$ cat config.mk
export PLATFORM = sky130hd
export DESIGN_NAME = bba_seq
export DESIGN_NICKNAME = d
export VERILOG_FILES = /design/src/rtl/bba_pkg.sv /design/src/rtl/bba_seq.sv
export SDC_FILE = /design/constraint.sdc
export NUM_CORES = 1
export LEC_CHECK = 0
export BUFFER_PORTS_ARGS = -buffer_cell sky130_fd_sc_hd__buf_4
export CAP_MARGIN = 10
export CORE_UTILIZATION = 52
export CTS_BUF_LIST = sky130_fd_sc_hd__clkbuf_4 sky130_fd_sc_hd__clkbuf_8
export DETAILED_ROUTE_END_ITERATION = 12
export PLACE_DENSITY = 0.8
export SYNTH_ARGS = -nofsm -noshare
export SYNTH_HDL_FRONTEND = slang
export SYNTH_SLANG_ARGS = --single-unit
$ cat constraint.sdc
create_clock -name clock -period 3.1 [get_ports clock]
set_input_delay 0.155 -clock clock [delete_from_list [all_inputs] [get_ports clock]]
set_output_delay 0.155 -clock clock [all_outputs]
set_load 0.03 [all_outputs]
$ cat src/rtl/bba_pkg.sv
// ----------------------------------------------------------------------------
// bba_pkg
// Shared widths, register indexes, microcode codes and the control program
// of the bitmap block allocator.
// ----------------------------------------------------------------------------
package bba_pkg;

   localparam int IDX_W    = 13;
   localparam int REG_W    = 14;
   localparam int LIM_W    = 15;
   localparam int CSR_IDX_W = 1;
   localparam int STEP_W   = 4;
   localparam int ACT_W    = 4;
   localparam int CND_W    = 4;

   // reciprocal shift for the divide-by-word-size unit
   localparam int DIV_SHIFT = 21;

   localparam logic [REG_W-1:0] COUNT_MAX   = 14'h3FFF;
   localparam logic [REG_W-1:0] TOTAL_RESET = 14'd8192;

   localparam logic [CSR_IDX_W-1:0] CSR_FIRST_BLK = 1'b0;
   localparam logic [CSR_IDX_W-1:0] CSR_VOL_BLKS  = 1'b1;

   localparam logic OP_ALLOC = 1'b0;
   localparam logic OP_TEST  = 1'b1;

   localparam logic [ACT_W-1:0] ACT_NONE  = 4'd0;
   localparam logic [ACT_W-1:0] ACT_TAKE  = 4'd1;
   localparam logic [ACT_W-1:0] ACT_DIVQ  = 4'd2;
   localparam logic [ACT_W-1:0] ACT_DIVR  = 4'd3;
   localparam logic [ACT_W-1:0] ACT_RDQ   = 4'd4;
   localparam logic [ACT_W-1:0] ACT_SCAN  = 4'd5;
   localparam logic [ACT_W-1:0] ACT_WRITE = 4'd6;
   localparam logic [ACT_W-1:0] ACT_TEST  = 4'd7;
   localparam logic [ACT_W-1:0] ACT_OUT   = 4'd8;
   localparam logic [ACT_W-1:0] ACT_CLEAR = 4'd9;

   localparam logic [CND_W-1:0] CND_NEVER   = 4'd0;
   localparam logic [CND_W-1:0] CND_ALWAYS  = 4'd1;
   localparam logic [CND_W-1:0] CND_NOREQ   = 4'd2;
   localparam logic [CND_W-1:0] CND_TEST    = 4'd3;
   localparam logic [CND_W-1:0] CND_EMPTY   = 4'd4;
   localparam logic [CND_W-1:0] CND_MORE    = 4'd5;
   localparam logic [CND_W-1:0] CND_MISS    = 4'd6;
   localparam logic [CND_W-1:0] CND_BUSY    = 4'd7;
   localparam logic [CND_W-1:0] CND_CLRMORE = 4'd8;

   localparam logic [STEP_W-1:0] S_IDLE = 4'd0;
   localparam logic [STEP_W-1:0] S_DIV1 = 4'd1;
   localparam logic [STEP_W-1:0] S_DIV2 = 4'd2;
   localparam logic [STEP_W-1:0] S_ACHK = 4'd3;
   localparam logic [STEP_W-1:0] S_SCAN = 4'd4;
   localparam logic [STEP_W-1:0] S_AEND = 4'd5;
   localparam logic [STEP_W-1:0] S_AWR  = 4'd6;
   localparam logic [STEP_W-1:0] S_TRD  = 4'd7;
   localparam logic [STEP_W-1:0] S_TRES = 4'd8;
   localparam logic [STEP_W-1:0] S_FIN  = 4'd9;
   localparam logic [STEP_W-1:0] S_CLR  = 4'd10;

   typedef struct packed {
      logic [ACT_W-1:0]  act;
      logic [CND_W-1:0]  cond;
      logic [STEP_W-1:0] jump;
      logic [STEP_W-1:0] next;
   } ctrl_type;

   typedef struct packed {
      logic is_test;
      logic empty;
      logic more;
      logic miss;
      logic busy;
      logic clr_more;
   } status_type;

   function automatic ctrl_type ucode(input logic [STEP_W-1:0] step);
      ctrl_type w;
      unique case (step)
         S_IDLE:  w = '{ACT_TAKE,  CND_NOREQ,   S_IDLE, S_DIV1};
         S_DIV1:  w = '{ACT_DIVQ,  CND_NEVER,   S_IDLE, S_DIV2};
         S_DIV2:  w = '{ACT_DIVR,  CND_TEST,    S_TRD,  S_ACHK};
         S_ACHK:  w = '{ACT_RDQ,   CND_EMPTY,   S_FIN,  S_SCAN};
         S_SCAN:  w = '{ACT_SCAN,  CND_MORE,    S_SCAN, S_AEND};
         S_AEND:  w = '{ACT_NONE,  CND_MISS,    S_FIN,  S_AWR};
         S_AWR:   w = '{ACT_WRITE, CND_NEVER,   S_IDLE, S_FIN};
         S_TRD:   w = '{ACT_RDQ,   CND_NEVER,   S_IDLE, S_TRES};
         S_TRES:  w = '{ACT_TEST,  CND_NEVER,   S_IDLE, S_FIN};
         S_FIN:   w = '{ACT_OUT,   CND_BUSY,    S_FIN,  S_IDLE};
         S_CLR:   w = '{ACT_CLEAR, CND_CLRMORE, S_CLR,  S_IDLE};
         default: w = '{ACT_NONE,  CND_ALWAYS,  S_IDLE, S_IDLE};
      endcase
      return w;
   endfunction

endpackage

$ cat src/rtl/bba_seq.sv
// ----------------------------------------------------------------------------
// bba_seq
// Microcode sequencer: step counter, control store and jump condition select.
// ----------------------------------------------------------------------------
module bba_seq
   import bba_pkg::*;
(
   input  logic       clock,
   input  logic       reset,
   input  logic       req_valid,
   input  status_type status,
   output ctrl_type   ctrl
);

   logic [STEP_W-1:0] step_ff;
   logic [STEP_W-1:0] step_in;
   logic              take;

   assign ctrl = ucode(step_ff);

   always_comb begin
      unique case (ctrl.cond)
         CND_NEVER:   take = 1'b0;
         CND_ALWAYS:  take = 1'b1;
         CND_NOREQ:   take = !req_valid;
         CND_TEST:    take = status.is_test;
         CND_EMPTY:   take = status.empty;
         CND_MORE:    take = status.more;
         CND_MISS:    take = status.miss;
         CND_BUSY:    take = status.busy;
         CND_CLRMORE: take = status.clr_more;
         default:     take = 1'b0;
      endcase
      step_in = take ? ctrl.jump : ctrl.next;
   end

   always_ff @(posedge clock) begin
      if (reset) begin
         step_ff <= S_CLR;
      end else begin
         step_ff <= step_in;
      end
   end

endmodule

==> metrics.csv <==
stage;metric;value;unit
timing;hold_viol;0;
global_route;grt_pass1_vias;652;
route;dr.first_iter.drc_count;13;
route;drc;0;
synthesis;syn_nets;104;
pwr;leakagePower;0.523;nW
timing;tightest_slew;0.493;ns
place;placed_cells;129;
clock_network;path_clk_slew;0.10;ns
job;cap_violations;0;
clock_network;cts_tree;built;
critical_path;critPathMaxStageDelay;0.45;ns
die;num_rows;14;
clock_network;numCtsBuffers;3;
die;ios;25;
timing;min_period_over_period;0.913;
die;die_area;1850;µm²
critical_path;worstSetupPathType;reg2reg;
synthesis;synth_top_area_frac;0.366;
layout;drive_gt1_frac;0.308;
critical_path;crit_path_start_kind;flop;
timing;setup_violations;0;
clock_network;clk_path_buf_depth;2;
pwr;max-vdd-ir-drop;669;µV
synthesis;synthCells;91;
pwr;switching_share;0.469;
timing;finClkSkew;0.00407;ns
layout;largest_reg_flops;16;
place;gp_congestion;0.788;
global_route;grt_max_degree;14;
global_route;grt_pass1_wl;2990;µm
timing;clock.fmax;353;MHz
pwr;powerDensity;1290;nW/µm²
route;num_vias;747;
clock_network;h-tree-depth;1;
die;fp.dieH;43.0;µm
clock_network;post-cts-setup-buffers;0;
synthesis;syn_avg_cell_area;9.62;µm²
synthesis;synthArstFlopShare;0;
die;start_util;0.568;
critical_path;slowest_stage;a41oi_4;
layout;n_antenna_cell;0;
critical_path;cp_cell_sequence;mux2i_1, a2111oi_4, a41oi_4, mux2i_1, nor2b_1, ha_1, inv_1, mux2_1, a22o_1;
critical_path;end_kind;flop;
clock_network;ctsHoldBuffers;0;
clock_network;clock_sinks;16;
layout;nets;131;
route;post_drt_wl_per_cell;13.8;µm
layout;final_core_util;0.716;
timing;rsz0062_at_grt;no;
pwr;comb_power_share;0.625;
critical_path;crit_arrival;3.02;ns
global_route;antenna_found_initial;0;
layout;area_growth;26.0;%
global_route;grt_overflow;0;
place;hpwl;1440;µm
critical_path;worstRegToRegCells;9;
synthesis;synth.most_common_cell;dfxtp_1;
status;status;complete, no violations;
layout;fill_cells;122;
synthesis;ys_ff_latch;16;
die;dieWidth;43.0;µm
min_path;hold_class;in2reg;
critical_path;crit_top_cell;mux2i_1;
timing;tns;0;ns
synthesis;netlist_top_cells_count;dfxtp_1 (16), mux2i_1 (10), nor2_1 (10), inv_1 (7), o21ai_0 (5);
route;dr.pass1.iters;4;
synthesis;syn_area;876;µm²
timing;relSlewSlack;0.670;
min_path;min_path_cells;2;
pwr;p_sw;0.000667;W
critical_path;path_max_fanout;13;
global_route;grt_use_total;0.219;
pwr;clockPowerShare;0.098;
pwr;total_power;0.00142;W
critical_path;cp.required;3.29;ns
route;vias_per_cell;5.62;
synthesis;ys_seq_area_frac;0.366;
synthesis;yosysTopAreaCell;dfxtp_1;
synthesis;yosysWarnings;0;
synthesis;ys.flop_type;dfxtp_1;
timing;whs;0.132;ns
die;core;1540;µm²
synthesis;synth_cell_types;30;
place;portBuffers;24;
timing;layout_min_cycle_time;2.83;ns
route;routed_wl;1840;µm
clock_network;root_buffer;clkbuf_4;
clock_network;cts_resized;0;
synthesis;synth_area_leaders;dfxtp_1 (37%), mux2i_1 (11%), ha_1 (5.7%), nor2_1 (4.3%), a2111oi_4 (3.1%);
route;ant_nets;0;
timing;finalMaxSlewViolations;0;
synthesis;synth-edff-count;0;
pwr;seqPwrFrac;0.277;
pwr;p_int;0.000754;W
clock_network;clk_latency;0.29;ns
layout;instances_no_fill;133;
-- layout by cell type, fill, tap and decap left out, types with 2 or more instances in the layout --
cell and instances:
buf_4 26, dfxtp_1 16, nor2_1 10, mux2i_1 10, inv_1 7, o21ai_0 5
nor2b_1 4, a21oi_1 4, ha_1 4, nand2_1 3, o31ai_1 3, clkbuf_4 3
a22o_1 2, nor3_1 2, xnor2_1 2, and3_1 2
-- worst max-delay path: cells and delay by family, from the launching register on --
family | cells | cell delay (ns)
mux | 3 | 0.90
buf+inv | 1 | 0.07
fa+ha+maj | 1 | 0.21
compound gates | 3 | 0.80
flops | 1 | 0.44
simple gates | 1 | 0.32
-- metrics by stage --
| step | instance area, µm² | setup slack [ns] |
|---|---|---|
| finish | 1100 | 0.270 |
| global route | 1100 | 0.0794 |
| CTS | 1100 | 0.262 |
| detailed placement | 1070 | 0.283 |
| global placement | 1070 | 0.461 |
| floorplan | 876 | 0.331 |
-- power by group through the flow --
| stage | Clock (W) | Sequential (W) | Combinational, W |
|---|---|---|---|
| 2_1_floorplan | 0 | 0.000549 | 0.000497 |
| 3_3_place_gp | 0 | 0.000393 | 0.000877 |
| 3_5_place_dp | 0 | 0.000398 | 0.000892 |
| 4_1_cts | 0.000139 | 0.000392 | 0.000894 |
| 5_1_grt | 0.000148 | 0.000408 | 0.000961 |
| 6_report | 0.000139 | 0.000393 | 0.000888 |
-- cell families (layout without fill, tap and decap cells) --
family / count (synthesis) / after routing / synth area share
simple gates: 24 / 24 / 0.137
flops: 16 / 16 / 0.366
buf+inv: 11 / 37 / 0.0571
fa+ha+maj: 4 / 4 / 0.0571
compound gates: 21 / 21 / 0.207
xor+xnor: 2 / 2 / 0.0200
mux: 13 / 13 / 0.156
-- routing by layer --
layer | track usage | routed length [µm] | vias up
li1 | - | - | 375
met2 | 0.327 | 858 | 29
met5 | 0 | 0 | -
met1 | 0.311 | 855 | 339
met4 | 0.0909 | 27 | 0
met3 | 0.0340 | 98 | 4
-- cell type report --
class | instances | area, µm² | area share
flip-flops and latches | 16 | 320 | 0.290
repair buffers | 26 | 195 | 0.177
clock buffers | 4 | 36.3 | 0.0329
well taps | 16 | 20.0 | 0.0181
inverters | 7 | 26.3 | 0.0238
multi-input cells | 64 | 505 | 0.458
-- final timing paths --
kind	startpoint	end	slack, ns
setup / recovery	ctrl[10]$_DFF_P_	ctrl[13]$_DFF_P_	0.27
hold / removal	reset	ctrl[4]$_DFF_P_	0.13
setup reg to reg	ctrl[10]$_DFF_P_	ctrl[13]$_DFF_P_	0.27
hold reg to reg	ctrl[5]$_DFF_P_	ctrl[4]$_DFF_P_	0.66
Power figures use the tool's default switching activity.
